**config.mk**
```make
export PLATFORM = sky130hd
export DESIGN_NAME = id3v23_frame_extractor_flat
export DESIGN_NICKNAME = d
export VERILOG_FILES = /design/src/rtl/i3fx_pkg.sv /design/src/rtl/i3fx_in_if.sv /design/src/rtl/i3fx_out_if.sv /design/src/rtl/id3v23_frame_extractor.sv /design/src/rtl/i3fx_front.sv /design/src/rtl/i3fx_queue.sv /design/src/rtl/i3fx_back.sv /design/src/flat_wrapper.sv
export SDC_FILE = /design/constraint.sdc
export NUM_CORES = 1
export LEC_CHECK = 0
export BUFFER_PORTS_ARGS = -buffer_cell sky130_fd_sc_hd__buf_2
export CORE_MARGIN = 5
export CORE_UTILIZATION = 38
export CTS_CLUSTER_DIAMETER = 100
export DETAILED_ROUTE_END_ITERATION = 12
export HOLD_SLACK_MARGIN = 0.12
export REMOVE_ABC_BUFFERS = 1
export SLEW_MARGIN = 20
export SYNTH_ARGS = -nofsm -noshare
export SYNTH_HDL_FRONTEND = slang
export SYNTH_SLANG_ARGS = --single-unit
```
**constraint.sdc**
```tcl
create_clock -name clk -period 10.9 [get_ports clk]
set_input_delay 1.635 -clock clk [delete_from_list [all_inputs] [get_ports clk]]
set_output_delay 1.635 -clock clk [all_outputs]
set_load 0.005 [all_outputs]
```
**src/rtl/i3fx_pkg.sv**
```systemverilog
// ----------------------------------------------------------------------------
// i3fx_pkg: shared types and constants of the ID3v2.3 frame extractor
// Holds the parser phase codes, the result kinds, the result record and the
// frame ID table with its lookup function.
// ----------------------------------------------------------------------------
`default_nettype none

package i3fx_pkg;

    // Parser phases.
    typedef enum logic [2:0] {
        PH_TAGHDR  = 3'd0,
        PH_FRMHDR  = 3'd1,
        PH_PAYLOAD = 3'd2,
        PH_SKIP    = 3'd3,
        PH_DONE    = 3'd4,
        PH_BAD     = 3'd5
    } phase_t;

    // Result kinds.
    typedef enum logic [1:0] {
        KIND_PAYLOAD = 2'd0,
        KIND_EMPTY   = 2'd1,
        KIND_BAD_HDR = 2'd2,
        KIND_END     = 2'd3
    } kind_t;

    // One result record as it travels from the parser to the output stage.
    typedef struct packed {
        kind_t       kind;
        logic [2:0]  slot;
        logic [7:0]  data;
        logic        frame_last;
        logic        all_found;
        logic        ended_early;
    } result_t;

    localparam int          TAG_HDR_LEN = 10;
    localparam int          FRM_HDR_LEN = 10;
    localparam logic [7:0]  ID3_VERSION = 8'd3;
    localparam logic [7:0]  ID3_REVISION = 8'd0;
    localparam logic [2:0]  NO_SLOT     = 3'd7;
    localparam logic [2:0]  LAST_SLOT   = 3'd5;
    localparam logic [5:0]  ALL_MASK    = 6'h3F;

    // Tag magic "ID3".
    localparam logic [7:0] TAG_MAGIC [0:2] = '{8'h49, 8'h44, 8'h33};

    // Selected frame IDs, in slot order.
    localparam logic [31:0] FRAME_IDS [0:5] = '{
        32'h54495432,   // TIT2, title
        32'h54504531,   // TPE1, artist
        32'h54414C42,   // TALB, album
        32'h54594552,   // TYER, year
        32'h54434F4E,   // TCON, genre
        32'h434F4D4D    // COMM, comment
    };

    // Slot number of a frame ID, or NO_SLOT when the frame is not selected.
    function automatic logic [2:0] lookup_slot(input logic [31:0] id);
        logic [2:0] s;
        s = NO_SLOT;
        for (int i = 5; i >= 0; i--)
        begin
            if (FRAME_IDS[i] == id)
            begin
                s = 3'(i);
            end
        end
        return s;
    endfunction

    // One-hot found bit of a slot.
    function automatic logic [5:0] slot_bit(input logic [2:0] s);
        return 6'(6'd1 << s);
    endfunction

endpackage

`default_nettype wire

```
**src/rtl/i3fx_in_if.sv**
```systemverilog
// ----------------------------------------------------------------------------
// i3fx_in_if: byte input channel
// Carries one file byte and its end-of-file mark with a valid/ready handshake.
// ----------------------------------------------------------------------------
`default_nettype none

interface i3fx_in_if;

    logic       valid;
    logic       ready;
    logic [7:0] tag_byte;
    logic       stream_last;

    modport source (output valid, output tag_byte, output stream_last, input ready);
    modport sink   (input valid, input tag_byte, input stream_last, output ready);

endinterface

`default_nettype wire

```
**src/rtl/i3fx_out_if.sv**
```systemverilog
// ----------------------------------------------------------------------------
// i3fx_out_if: result output channel
// Carries one extractor result with a valid/ready handshake.
// ----------------------------------------------------------------------------
`default_nettype none

interface i3fx_out_if;

    logic       valid;
    logic       ready;
    logic [1:0] kind;
    logic [2:0] slot;
    logic [7:0] data;
    logic       frame_last;
    logic       all_found;
    logic       ended_early;

    modport source (output valid, output kind, output slot, output data,
                    output frame_last, output all_found, output ended_early,
                    input ready);
    modport sink   (input valid, input kind, input slot, input data,
                    input frame_last, input all_found, input ended_early,
                    output ready);

endinterface

`default_nettype wire

```
**src/rtl/id3v23_frame_extractor.sv**
```systemverilog
// ----------------------------------------------------------------------------
// id3v23_frame_extractor: ID3v2.3 tag frame extractor, top level
// The input channel "tag" takes the file one byte per request, with
// stream_last on the final byte. The output channel "result" gives the
// payload bytes of the title, artist, album, year, genre and comment frames
// with their slot, zero-length frame markers, a bad header report and the
// end-of-file status.
// Throughput is one byte per cycle while the result queue has room: the
// parser updates its counters and compares in the cycle that a byte is
// accepted. A result is written into the result queue at the clock edge that
// accepts its byte, then moves from the queue into the output register, where
// it waits until the receiver takes it.
// When the receiver stalls, results collect in the queue (QUEUE_DEPTH entries)
// and the output register; the input keeps taking bytes until the queue is
// full, then it stops for every byte, including bytes that give no result,
// until the queue has room again. Reset empties the queue and output register
// and returns the parser to the tag header with no frames found; the block is
// ready to take bytes as soon as reset is released.
// ----------------------------------------------------------------------------
`default_nettype none

module id3v23_frame_extractor #(
    parameter int QUEUE_DEPTH = 2
) (
    input  wire logic  clk,
    input  wire logic  rst_n,
    i3fx_in_if.sink    tag,
    i3fx_out_if.source result
);

    i3fx_pkg::result_t push_data;
    logic              push_valid;
    logic              push_ready;
    i3fx_pkg::result_t pop_data;
    logic              pop_valid;
    logic              pop_ready;

    // Parser: accepts and classifies bytes.
    i3fx_front u_front (
        .clk        (clk),
        .rst_n      (rst_n),
        .tag        (tag),
        .push_data  (push_data),
        .push_valid (push_valid),
        .push_ready (push_ready)
    );

    // Queue between the parser and the output stage.
    i3fx_queue #(
        .DEPTH (QUEUE_DEPTH)
    ) u_queue (
        .clk        (clk),
        .rst_n      (rst_n),
        .push_data  (push_data),
        .push_valid (push_valid),
        .push_ready (push_ready),
        .pop_data   (pop_data),
        .pop_valid  (pop_valid),
        .pop_ready  (pop_ready)
    );

    // Output register stage.
    i3fx_back u_back (
        .clk       (clk),
        .rst_n     (rst_n),
        .pop_data  (pop_data),
        .pop_valid (pop_valid),
        .pop_ready (pop_ready),
        .result    (result)
    );

endmodule

`default_nettype wire

```
**src/rtl/i3fx_front.sv**
```systemverilog
// ----------------------------------------------------------------------------
// i3fx_front: tag and frame header parser
// Accepts one byte per cycle unless the queue is full, tracks the tag and
// frame headers, classifies each byte and queues at most one result for it.
// ----------------------------------------------------------------------------
`default_nettype none

module i3fx_front (
    input  wire logic          clk,
    input  wire logic          rst_n,
    i3fx_in_if.sink            tag,
    output i3fx_pkg::result_t  push_data,
    output logic               push_valid,
    input  wire logic          push_ready
);

    i3fx_pkg::phase_t phase_reg, phase_next;
    logic [3:0]       byte_pos_reg, byte_pos_next;
    logic [31:0]      frame_id_reg, frame_id_next;
    logic [31:0]      bytes_left_reg, bytes_left_next;
    logic [5:0]       found_mask_reg, found_mask_next;
    logic [2:0]       current_slot_reg, current_slot_next;

    logic             fire;
    logic             emit;
    logic             bad;
    logic [2:0]       hit_slot;
    logic [2:0]       pay_slot;
    logic [31:0]      left_dec;
    logic [5:0]       mask_set;
    i3fx_pkg::result_t res;

    // A byte is taken whenever the queue has room.
    assign tag.ready = push_ready;
    assign fire      = tag.valid && push_ready;

    // Shared helpers of the phase logic.
    assign hit_slot = i3fx_pkg::lookup_slot(frame_id_reg);
    assign pay_slot = (current_slot_reg > i3fx_pkg::LAST_SLOT) ? 3'd0 : current_slot_reg;
    assign left_dec = bytes_left_reg - 32'd1;

    // Tag header check of the current byte.
    always_comb
    begin
        bad = 1'b0;
        if (byte_pos_reg < 4'd3)
        begin
            bad = (tag.tag_byte != i3fx_pkg::TAG_MAGIC[byte_pos_reg[1:0]]);
        end
        else if (byte_pos_reg == 4'd3)
        begin
            bad = (tag.tag_byte != i3fx_pkg::ID3_VERSION);
        end
        else if (byte_pos_reg == 4'd4)
        begin
            bad = (tag.tag_byte != i3fx_pkg::ID3_REVISION);
        end
    end

    // Next state and result of the accepted byte.
    always_comb
    begin
        phase_next        = phase_reg;
        byte_pos_next     = byte_pos_reg;
        frame_id_next     = frame_id_reg;
        bytes_left_next   = bytes_left_reg;
        found_mask_next   = found_mask_reg;
        current_slot_next = current_slot_reg;
        emit              = 1'b0;
        mask_set          = '0;
        res               = '0;
        res.kind          = i3fx_pkg::KIND_PAYLOAD;

        case (phase_reg)
            i3fx_pkg::PH_TAGHDR:
            begin
                if (bad)
                begin
                    emit          = 1'b1;
                    res.kind      = i3fx_pkg::KIND_BAD_HDR;
                    phase_next    = i3fx_pkg::PH_BAD;
                    byte_pos_next = '0;
                end
                else if (byte_pos_reg == 4'(i3fx_pkg::TAG_HDR_LEN - 1))
                begin
                    phase_next    = i3fx_pkg::PH_FRMHDR;
                    byte_pos_next = '0;
                end
                else
                begin
                    byte_pos_next = byte_pos_reg + 4'd1;
                end
            end

            i3fx_pkg::PH_FRMHDR:
            begin
                if (byte_pos_reg < 4'd4)
                begin
                    frame_id_next = {frame_id_reg[23:0], tag.tag_byte};
                end
                else if (byte_pos_reg < 4'd8)
                begin
                    bytes_left_next = {bytes_left_reg[23:0], tag.tag_byte};
                end

                if (byte_pos_reg == 4'(i3fx_pkg::FRM_HDR_LEN - 1))
                begin
                    byte_pos_next     = '0;
                    current_slot_next = hit_slot;
                    if (hit_slot == i3fx_pkg::NO_SLOT)
                    begin
                        phase_next = (bytes_left_reg == '0) ? i3fx_pkg::PH_FRMHDR
                                                            : i3fx_pkg::PH_SKIP;
                    end
                    else if (bytes_left_reg == '0)
                    begin
                        // Selected frame with an empty payload.
                        emit              = 1'b1;
                        res.kind          = i3fx_pkg::KIND_EMPTY;
                        res.slot          = hit_slot;
                        res.frame_last    = 1'b1;
                        mask_set          = found_mask_reg | i3fx_pkg::slot_bit(hit_slot);
                        found_mask_next   = mask_set;
                        current_slot_next = i3fx_pkg::NO_SLOT;
                        if (mask_set == i3fx_pkg::ALL_MASK)
                        begin
                            res.all_found = 1'b1;
                            phase_next    = i3fx_pkg::PH_DONE;
                        end
                        else
                        begin
                            phase_next = i3fx_pkg::PH_FRMHDR;
                        end
                    end
                    else
                    begin
                        phase_next = i3fx_pkg::PH_PAYLOAD;
                    end
                end
                else
                begin
                    byte_pos_next = byte_pos_reg + 4'd1;
                end
            end

            i3fx_pkg::PH_PAYLOAD:
            begin
                emit            = 1'b1;
                res.kind        = i3fx_pkg::KIND_PAYLOAD;
                res.slot        = pay_slot;
                res.data        = tag.tag_byte;
                bytes_left_next = left_dec;
                if (left_dec == '0)
                begin
                    res.frame_last    = 1'b1;
                    mask_set          = found_mask_reg | i3fx_pkg::slot_bit(pay_slot);
                    found_mask_next   = mask_set;
                    current_slot_next = i3fx_pkg::NO_SLOT;
                    if (mask_set == i3fx_pkg::ALL_MASK)
                    begin
                        res.all_found = 1'b1;
                        phase_next    = i3fx_pkg::PH_DONE;
                    end
                    else
                    begin
                        phase_next    = i3fx_pkg::PH_FRMHDR;
                        frame_id_next = '0;
                    end
                end
            end

            i3fx_pkg::PH_SKIP:
            begin
                bytes_left_next = left_dec;
                if (left_dec == '0)
                begin
                    phase_next        = i3fx_pkg::PH_FRMHDR;
                    frame_id_next     = '0;
                    current_slot_next = i3fx_pkg::NO_SLOT;
                end
            end

            default:
            begin
                // Bad header or all frames found: bytes are ignored.
            end
        endcase

        // End of file: report a missing frame set, then start over.
        if (tag.stream_last)
        begin
            if (found_mask_next != i3fx_pkg::ALL_MASK)
            begin
                res.ended_early = 1'b1;
                if (!emit)
                begin
                    emit     = 1'b1;
                    res.kind = i3fx_pkg::KIND_END;
                end
            end
            phase_next        = i3fx_pkg::PH_TAGHDR;
            byte_pos_next     = '0;
            frame_id_next     = '0;
            bytes_left_next   = '0;
            found_mask_next   = '0;
            current_slot_next = i3fx_pkg::NO_SLOT;
        end
    end

    assign push_valid = fire && emit;
    assign push_data  = res;

    // State registers, updated on each accepted byte.
    always_ff @(posedge clk or negedge rst_n)
    begin
        if (!rst_n)
        begin
            phase_reg        <= i3fx_pkg::PH_TAGHDR;
            byte_pos_reg     <= '0;
            frame_id_reg     <= '0;
            bytes_left_reg   <= '0;
            found_mask_reg   <= '0;
            current_slot_reg <= i3fx_pkg::NO_SLOT;
        end
        else if (fire)
        begin
            phase_reg        <= phase_next;
            byte_pos_reg     <= byte_pos_next;
            frame_id_reg     <= frame_id_next;
            bytes_left_reg   <= bytes_left_next;
            found_mask_reg   <= found_mask_next;
            current_slot_reg <= current_slot_next;
        end
    end

endmodule

`default_nettype wire

```
**src/rtl/i3fx_queue.sv**
```systemverilog
// ----------------------------------------------------------------------------
// i3fx_queue: result queue
// A short first-in first-out queue that decouples the parser from the output
// stage, so that either side can stall on its own.
// ----------------------------------------------------------------------------
`default_nettype none

module i3fx_queue #(
    parameter int DEPTH = 2
) (
    input  wire logic               clk,
    input  wire logic               rst_n,
    input  wire i3fx_pkg::result_t  push_data,
    input  wire logic               push_valid,
    output logic                    push_ready,
    output i3fx_pkg::result_t       pop_data,
    output logic                    pop_valid,
    input  wire logic               pop_ready
);

    localparam int PTR_W = $clog2(DEPTH);
    localparam int CNT_W = $clog2(DEPTH + 1);

    i3fx_pkg::result_t mem_reg [DEPTH];
    logic [PTR_W-1:0]  wr_ptr_reg, wr_ptr_next;
    logic [PTR_W-1:0]  rd_ptr_reg, rd_ptr_next;
    logic [CNT_W-1:0]  count_reg, count_next;
    logic              push;
    logic              pop;

    assign push_ready = (count_reg != CNT_W'(DEPTH));
    assign pop_valid  = (count_reg != '0);
    assign pop_data   = mem_reg[rd_ptr_reg];
    assign push       = push_valid && push_ready;
    assign pop        = pop_valid && pop_ready;

    // Pointer and fill count update.
    always_comb
    begin
        wr_ptr_next = wr_ptr_reg;
        rd_ptr_next = rd_ptr_reg;
        count_next  = count_reg;
        if (push)
        begin
            wr_ptr_next = (wr_ptr_reg == PTR_W'(DEPTH - 1)) ? '0 : wr_ptr_reg + PTR_W'(1);
        end
        if (pop)
        begin
            rd_ptr_next = (rd_ptr_reg == PTR_W'(DEPTH - 1)) ? '0 : rd_ptr_reg + PTR_W'(1);
        end
        if (push && !pop)
        begin
            count_next = count_reg + CNT_W'(1);
        end
        else if (pop && !push)
        begin
            count_next = count_reg - CNT_W'(1);
        end
    end

    // Control registers.
    always_ff @(posedge clk or negedge rst_n)
    begin
        if (!rst_n)
        begin
            wr_ptr_reg <= '0;
            rd_ptr_reg <= '0;
            count_reg  <= '0;
        end
        else
        begin
            wr_ptr_reg <= wr_ptr_next;
            rd_ptr_reg <= rd_ptr_next;
            count_reg  <= count_next;
        end
    end

    // Entry storage.
    always_ff @(posedge clk)
    begin
        if (push)
        begin
            mem_reg[wr_ptr_reg] <= push_data;
        end
    end

endmodule

`default_nettype wire

```
**src/rtl/i3fx_back.sv**
```systemverilog
// ----------------------------------------------------------------------------
// i3fx_back: result output stage
// Moves results from the queue into the output register and holds each one
// until the receiver takes the request.
// ----------------------------------------------------------------------------
`default_nettype none

module i3fx_back (
    input  wire logic               clk,
    input  wire logic               rst_n,
    input  wire i3fx_pkg::result_t  pop_data,
    input  wire logic               pop_valid,
    output logic                    pop_ready,
    i3fx_out_if.source              result
);

    logic              valid_reg;
    i3fx_pkg::result_t data_reg;
    logic              load;

    // The register refills in the same cycle that its request is taken.
    assign pop_ready = !valid_reg || result.ready;
    assign load      = pop_valid && pop_ready;

    // Output valid flag.
    always_ff @(posedge clk or negedge rst_n)
    begin
        if (!rst_n)
        begin
            valid_reg <= 1'b0;
        end
        else if (pop_ready)
        begin
            valid_reg <= pop_valid;
        end
    end

    // Output payload.
    always_ff @(posedge clk)
    begin
        if (load)
        begin
            data_reg <= pop_data;
        end
    end

    assign result.valid       = valid_reg;
    assign result.kind        = data_reg.kind;
    assign result.slot        = data_reg.slot;
    assign result.data        = data_reg.data;
    assign result.frame_last  = data_reg.frame_last;
    assign result.all_found   = data_reg.all_found;
    assign result.ended_early = data_reg.ended_early;

endmodule

`default_nettype wire

```
**src/flat_wrapper.sv**
```systemverilog
// flat-port wrapper written by rule: the top's interface ports become plain ports
module id3v23_frame_extractor_flat 
#(
    parameter int QUEUE_DEPTH = 2
)
  (clk, rst_n, tag_valid, tag_tag_byte, tag_stream_last, tag_ready, result_valid, result_kind, result_slot, result_data, result_frame_last, result_all_found, result_ended_early, result_ready);
  i3fx_in_if tag_i ();
  i3fx_out_if result_i ();
  input  wire logic clk;
  input  wire logic rst_n;
  input wire logic [$bits(tag_i.valid)-1:0] tag_valid;
  input wire logic [$bits(tag_i.tag_byte)-1:0] tag_tag_byte;
  input wire logic [$bits(tag_i.stream_last)-1:0] tag_stream_last;
  output wire logic [$bits(tag_i.ready)-1:0] tag_ready;
  output wire logic [$bits(result_i.valid)-1:0] result_valid;
  output wire logic [$bits(result_i.kind)-1:0] result_kind;
  output wire logic [$bits(result_i.slot)-1:0] result_slot;
  output wire logic [$bits(result_i.data)-1:0] result_data;
  output wire logic [$bits(result_i.frame_last)-1:0] result_frame_last;
  output wire logic [$bits(result_i.all_found)-1:0] result_all_found;
  output wire logic [$bits(result_i.ended_early)-1:0] result_ended_early;
  input wire logic [$bits(result_i.ready)-1:0] result_ready;
  assign tag_i.valid = tag_valid;
  assign tag_i.tag_byte = tag_tag_byte;
  assign tag_i.stream_last = tag_stream_last;
  assign tag_ready = tag_i.ready;
  assign result_valid = result_i.valid;
  assign result_kind = result_i.kind;
  assign result_slot = result_i.slot;
  assign result_data = result_i.data;
  assign result_frame_last = result_i.frame_last;
  assign result_all_found = result_i.all_found;
  assign result_ended_early = result_i.ended_early;
  assign result_i.ready = result_ready;
  id3v23_frame_extractor #(.QUEUE_DEPTH(QUEUE_DEPTH)) u_core (.clk(clk), .rst_n(rst_n), .tag(tag_i), .result(result_i));
endmodule
```
## Word-level counts from Yosys, hierarchy flattened

Memories as Yosys holds them, arrays and structs flattened. A register that Yosys moved wholly into a read port is not among the register bits.
Cells that the tools add are included.
Widths: inputs -> output; s select.

- Bits of input ports: 13
- Logic and storage cells: 164
- Latch bits: 0
- Output and inout port bits: 18
- Flip-flop bits (word level): 85
- Memories: 1
- Bits in read-only memories: 0
- Bits in writable memories: 32

- Magnitude comparators: 5
- Bitwise logic cells: 3
- Equality and inequality tests: 28
- Divide/modulo/power cells: 0
- Add/sub/neg operators: 6
- Reductions and logical operators: 26
- Shift operators: 2
- $mul: 0
- Muxes and demuxes: 83

Memories:

| memory | words | bits a word | read ports | clocked after Yosys merged registers in | wr ports | line | text |
|---|---|---|---|---|---|---|---|
| u_core.u_queue.mem_reg | 2 | 16 | 1 | 1 | 1 | i3fx_queue.sv:24 | `i3fx_pkg::result_t mem_reg [DEPTH];` |

Operators with widths:

| cell | count |
|---|---|
| $mux 32 | 8 |
| $eq 31x32->1 const A | 6 |
| $pmux 32 s3 | 1 |
| $logic_not 32->1 | 2 |
| $pmux 32 s2 | 1 |
| $mux 3 | 20 |
| $sub 32x1->32 const B | 1 |
| $mux 6 | 5 |
| $mux 2 | 13 |
| $mux 4 | 6 |
| $mux 8 | 3 |
| $ne 3x3->1 const B | 7 |
| $mux 1 | 17 |
| $bmux 8 s2 | 1 |
| $eq 6x6->1 const B | 2 |
| $or 6x6->6 | 2 |
| $pmux 3 s2 | 2 |
| $pmux 3 s4 | 1 |
| $pmux 6 s2 | 1 |
| $reduce_and 6->1 | 2 |
| $shl 1x3->6 const A | 2 |
| $ne 8x2->1 const B | 1 |
| $ne 8x8->1 | 1 |
| $pmux 2 s2 | 2 |
| 34 further kinds | 46 |

## Logic depth before layout (Yosys ltp)

- Depth after elaboration: 22
- Mapped depth: 15
- Mapped depth without buffers: 14

## Hierarchy

A second synthesis with hierarchy kept.

- Cells, all modules: 802
- Area, all modules: 7897.6 um2

Modules (own cells, without submodules):

| module | times used | area an instance (um2) | seq. area each (um2) | cells each |
|---|---|---|---|---|
| i3fx_front | 1 | 5960.7 | 2005.7 | 714 |
| i3fx_queue | 1 | 1402.6 | 1061.0 | 68 |
| i3fx_back | 1 | 534.3 | 505.5 | 20 |

## Worst setup path after synthesis

No wires, ideal clock.

- Path kind: input to register
- Start: input tag_tag_byte[2]
- End: memory u_core.u_queue.mem_reg[1][0] (netlist bit), enable pin
- Path slack: 6338 ps
- Arrival: 4148 ps
- Setup time: 414 ps
- Stages on the path: 7
- Required time: 10486 ps
- Cell sequence: nor3b_1 > a2111oi_0 > o2111ai_1 > a21oi_1 > nor4b_1 > nor3_1 > a211oi_1

- Longest elaborated chain between the ends: 12

RTL lines:

| item | line | text |
|---|---|---|
| from (decl) | flat_wrapper.sv:12 | `input wire logic [$bits(tag_i.tag_byte)-1:0] tag_tag_byte;` |
| $reduce_bool 8->1 | i3fx_front.sv:56 | `bad = (tag.tag_byte != i3fx_pkg::ID3_REVISION);` |
| $mux 1 | i3fx_front.sv:54 | `else if (byte_pos_reg == 4'd4)` |
| $mux 1 | i3fx_front.sv:50 | `else if (byte_pos_reg == 4'd3)` |
| $mux 1 (*) | i3fx_front.sv:46 | `if (byte_pos_reg < 4'd3)` |
| $mux 1 (*) | i3fx_front.sv:77 | `if (bad)` |
| $pmux 1 s3 (*) | i3fx_front.sv:74 | `case (phase_reg)` |
| $mux 1 | i3fx_front.sv:192 | `if (found_mask_next != i3fx_pkg::ALL_MASK)` |
| $mux 1 (*) | i3fx_front.sv:190 | `if (tag.stream_last)` |
| $logic_and 1x1->1 (*) | i3fx_front.sv:210 | `assign push_valid = fire && emit;` |
| $logic_and 1x1->1 (*) | i3fx_queue.sv:34 | `assign push = push_valid && push_ready;` |
| $mux 1 (*) | i3fx_queue.sv:81 | `if (push)` |
| $mux 1 (implied by the code) (*) | i3fx_queue.sv:83 | `mem_reg[wr_ptr_reg] <= push_data;` |
| to (decl) | i3fx_queue.sv:24 |  |

Mark *: on every way between the ends. The rest lies on a longest branch, timed or not.

## Final worst setup path

- Start: register u_core.u_front.bytes_left_reg[20]
- End: register u_core.u_queue.count_reg[1]

- Longest elaborated chain between the ends: 13

RTL lines:

| item | line | text |
|---|---|---|
| from (decl) | i3fx_front.sv:20 | `logic [31:0] bytes_left_reg, bytes_left_next;` |
| from (signal assigned) | i3fx_front.sv:230 | `bytes_left_reg <= bytes_left_next;` |
| branches (longest 7 deep; another with $sub 32x1->32) | - |  |
| $mux 1 (*) | i3fx_front.sv:190 |  |
| $logic_and 1x1->1 (*) | i3fx_front.sv:210 |  |
| $logic_and 1x1->1 (*) | i3fx_queue.sv:34 |  |
| named net u_core.u_queue.push | i3fx_queue.sv:28 | `logic push;` |
| $logic_not 1->1 | i3fx_queue.sv:55 | `else if (pop && !push)` |
| $logic_and 1x1->1 | i3fx_queue.sv:55 |  |
| $reduce_bool 2->1 (no source line) | - |  |
| to (signal assigned) | i3fx_queue.sv:74 | `count_reg <= count_next;` |
| to (decl) | i3fx_queue.sv:27 | `logic [CNT_W-1:0] count_reg, count_next;` |

Mark *: on every way through the listed nets, which the timed path passes.
A chain may end at the register's enable or synchronous reset.

==> impl_summary.log <==
INFO  metric status = finished, final reports clean
INFO  metric endpoint = u_core.u_queue.count_reg[1]
INFO  metric dp_hpwl = 13,700 um
INFO  metric drive_above_1_share = 14.7%
INFO  metric globalplace.congestion = 0.892
INFO  metric initial_standard_cell_utilization_of_the_core = 38.4%
INFO  metric cts-buffers-inserted = 17
INFO  metric crit_arrival = 4.91 ns
INFO  metric timing.critical_path.from_type = flip-flop
INFO  metric reg2reg_to = u_core.u_queue.count_reg[1]
INFO  metric cts_buffer_depth = 2
INFO  metric global_route.overflow_total = 0
INFO  metric critPathLaunch = u_core.u_front.bytes_left_reg[20]
INFO  metric final_min_period_over_clock_period = 41.9%
INFO  metric static-leakage-power = 3.46 nW
INFO  metric critical-path-max-stage-delay = 0.69 ns
INFO  metric grt_pass1_vias = 6,268
INFO  metric grt_antenna_before_repair = 0
INFO  metric achievable-frequency = 0.219 GHz
INFO  metric maximum_fanout_count_along_the_critical_path = 11
INFO  metric critical_path.slowest_cell = sky130_fd_sc_hd__or4_1
INFO  metric final-max-slew-violation-count = 0
INFO  metric synth.avg_cell_area = 9.43 sq um
INFO  metric drv.max_cap_violation_count = 0
INFO  metric synthesis.yosys.warnings = 0
INFO  metric cts.clk_slew.worst_paths = 0.06 ns
INFO  metric clock_latency_on_the_worst_skew_pair = 0.42 ns
INFO  metric htree_num_levels = 4
INFO  metric die-height = 152 um
INFO  metric finalNetCount = 845
INFO  metric final-setup-viol-count = 0
INFO  metric route.vias.total = 6,353
INFO  metric remaining_drc_errors = 0
INFO  metric hold_critical_path_depth = 2
INFO  metric mappedNetlistArea = 0.00772 sq mm
INFO  metric worst_ir_drop_vdd = 0.000200 V
INFO  metric synth_sequential_area_ratio = 46.3%
INFO  metric n_antenna_cell = 0
INFO  metric regToRegStartpoint = u_core.u_front.bytes_left_reg[20]
INFO  metric crit_path_end_kind = flip-flop
INFO  metric skew = 0.00878 ns
INFO  metric synthFlopType = sky130_fd_sc_hd__dfrtp_1
INFO  metric clock_tree.root_cell = sky130_fd_sc_hd__clkbuf_16
INFO  metric postCtsSetupBuffers = 0
INFO  metric setup_repair_after_global_routing_missed_its_margin = false
INFO  metric worst_margin_slew = 1.08 ns
INFO  metric final_critical_path_time_including_i_o_delays_and_setup = 4.56 ns
INFO  metric dr.first_iter.drc_count = 502
INFO  metric post_cts_resize_count = 0
INFO  metric drt_wl_total = 19,900 um
INFO  metric synth_seq_cells = 133
INFO  metric synth_async_sr_flop_share = 63.9%
INFO  metric p_per_area = 304 mW/mm^2
INFO  metric crit_required = 11.24 ns
INFO  metric placeableCoreArea = 0.0201 sq mm
INFO  metric clock-sinks = 133
INFO  metric die_area = 0.0233 sq mm
INFO  metric hold_buffers = 0
INFO  metric firstDrtPassIters = 5
INFO  metric ff2ff_setup_slack = 6.34 ns
INFO  metric detail_route.vias_per_cell = 5.71
INFO  metric worstPathCellList = or4_1, nor4b_1, and4_1, a21oi_1, a221oi_1, a31oi_1, o31ai_2, a21oi_1, ha_1, xor2_1, nor2_1, xor2_1
INFO  metric reg2reg_depth = 12
INFO  metric clock_tree_from_tritoncts = yes
INFO  metric worst_hold_path_type = flip-flop to flip-flop
INFO  metric fin_setup_tns = 0 ns
INFO  metric post_synth_edffs = 48
INFO  metric num_ports = 31
INFO  metric dpl_cell_area = 0.00808 sq mm
INFO  metric finalPower = 2.63 mW
INFO  metric die_width = 152 um
INFO  metric ant_nets = 0
INFO  metric placementRows = 52
INFO  metric finalHoldViolations = 0
INFO  metric syn2layout_area_growth = 12.3%
INFO  metric stdcell_area = 0.00866 sq mm
INFO  metric synthDistinctLibCells = 72
INFO  metric grt_start_max_net_pins = 55
INFO  metric slew-limit-headroom = 27.2%
INFO  metric io_buffer_count = 30
INFO  metric grt_pass1_wl = 33,000 um
INFO  metric grt_util_all_layers = 17.2%
INFO  metric syn_inst = 818
INFO  metric routed_wire_per_std_cell = 17.9 um
INFO  metric setup.worst_path.class = flip-flop to flip-flop
[cell usage in the layout (no fill, tap or decap), drive strengths merged, types with 13 or more instances in the layout]
master / instances
buf: 40
o21ai: 85
nor2: 63
nand2b: 13
nand2: 75
clkbuf: 18
mux2: 37
nor4: 28
nor3: 50
mux2i: 19
and2: 15
a21oi: 53
dfrtp: 82
edfxtp: 48
nand4: 22
inv: 36
[per-layer routing]
layer  global-route usage, %  share of wire (%)
met1                    23.5                 47
met2                    28.0                 47
met3                    3.52                4.5
met4                    5.01                1.5
met5                       0                  0
[critical path, delay by kind of cell (launching register included)]
family,cells,cell delay [ns]
compound gates,5,1.45
xor+xnor,2,0.29
fa+ha+maj,1,0.23
flops,1,0.48
simple gates,4,2.02
[power by group]
part | total (mW) | switching (mW) | internal, mW
logic | 1.22 | 0.745 | 0.470
registers | 0.847 | 0.164 | 0.683
clock network | 0.571 | 0.232 | 0.339
[cell families (layout without fill, tap and decap cells)]
kind of cell,count (synthesis),after routing,share of synthesized area [%]
multiplexers,56,56,8.55
AND/OR/NAND/NOR,338,338,23.7
adder cells (fa/ha/maj),3,3,0.487
flip-flops,133,133,46.3
XOR/XNOR,14,14,1.59
buffers and inverters,81,105,4.51
AO/OA/AOI/OAI,193,193,14.9
[layout make-up]
cell class                 count  area, sq um
timing repair buffer          40          228
sequential                   133         3570
inverter                      33          124
clock buffer                  18          429
tap                          270          338
multi-input combinational    604         3820
clock inverter                14          153
fill                        1950        11400
[cell usage after synthesis, drive strengths merged, types with 4 or more instances]
master	n	area (sq um)
and4	5	43.8
o31ai	7	62.6
nor4	28	175
nor3b	6	56.3
nor4bb	4	40.0
a31oi	6	37.5
inv	33	124
nor2b	6	37.5
nor2	63	236
edfxtp	48	1440
a2111oi	5	43.8
mux2	37	469
xor2	4	35.0
nand2b	13	81.3
o21ai	85	425
or4	8	67.6
o22ai	4	25.0
or3	8	50.1
nand4b	4	35.0
dfrtp	82	2050
a21oi	53	269
and2	15	93.8
a211oi	5	42.5
nor3	50	250
mux2i	19	190
nor4b	11	109
buf	11	85.1
nand4	22	138
clkbuf	37	139
nand2	75	282
nand3	8	40.0
xnor2	10	87.6
[per-stage QoR]
step	hold WS [ns]	std cells	worst slack, ns	utilization, %
2_1_floorplan	0.466	770	6.33	-
3_3_place_gp	0.484	1080	6.22	40.2
3_5_place_dp	0.483	1080	6.13	40.2
4_1_cts	0.497	1112	6.34	43.1
5_1_grt	0.521	1112	6.02	43.1
6_report	0.487	1112	6.34	43.1
[how the worst min path moves through the flow]
stage / slack [ns] / startpoint / endpoint
after floorplan: 0.47 / u_core.u_front.frame_id_reg[29] / u_core.u_front.frame_id_reg[29]
after global placement: 0.48 / u_core.u_back.result.valid / u_core.u_back.result.valid
after detailed placement: 0.48 / u_core.u_back.result.valid / u_core.u_back.result.valid
after CTS: 0.50 / u_core.u_back.result.valid / u_core.u_back.result.valid
after global routing: 0.52 / u_core.u_back.result.valid / u_core.u_back.result.valid
final: 0.49 / u_core.u_back.result.valid / u_core.u_back.result.valid
Power figures use the tool's default switching activity.
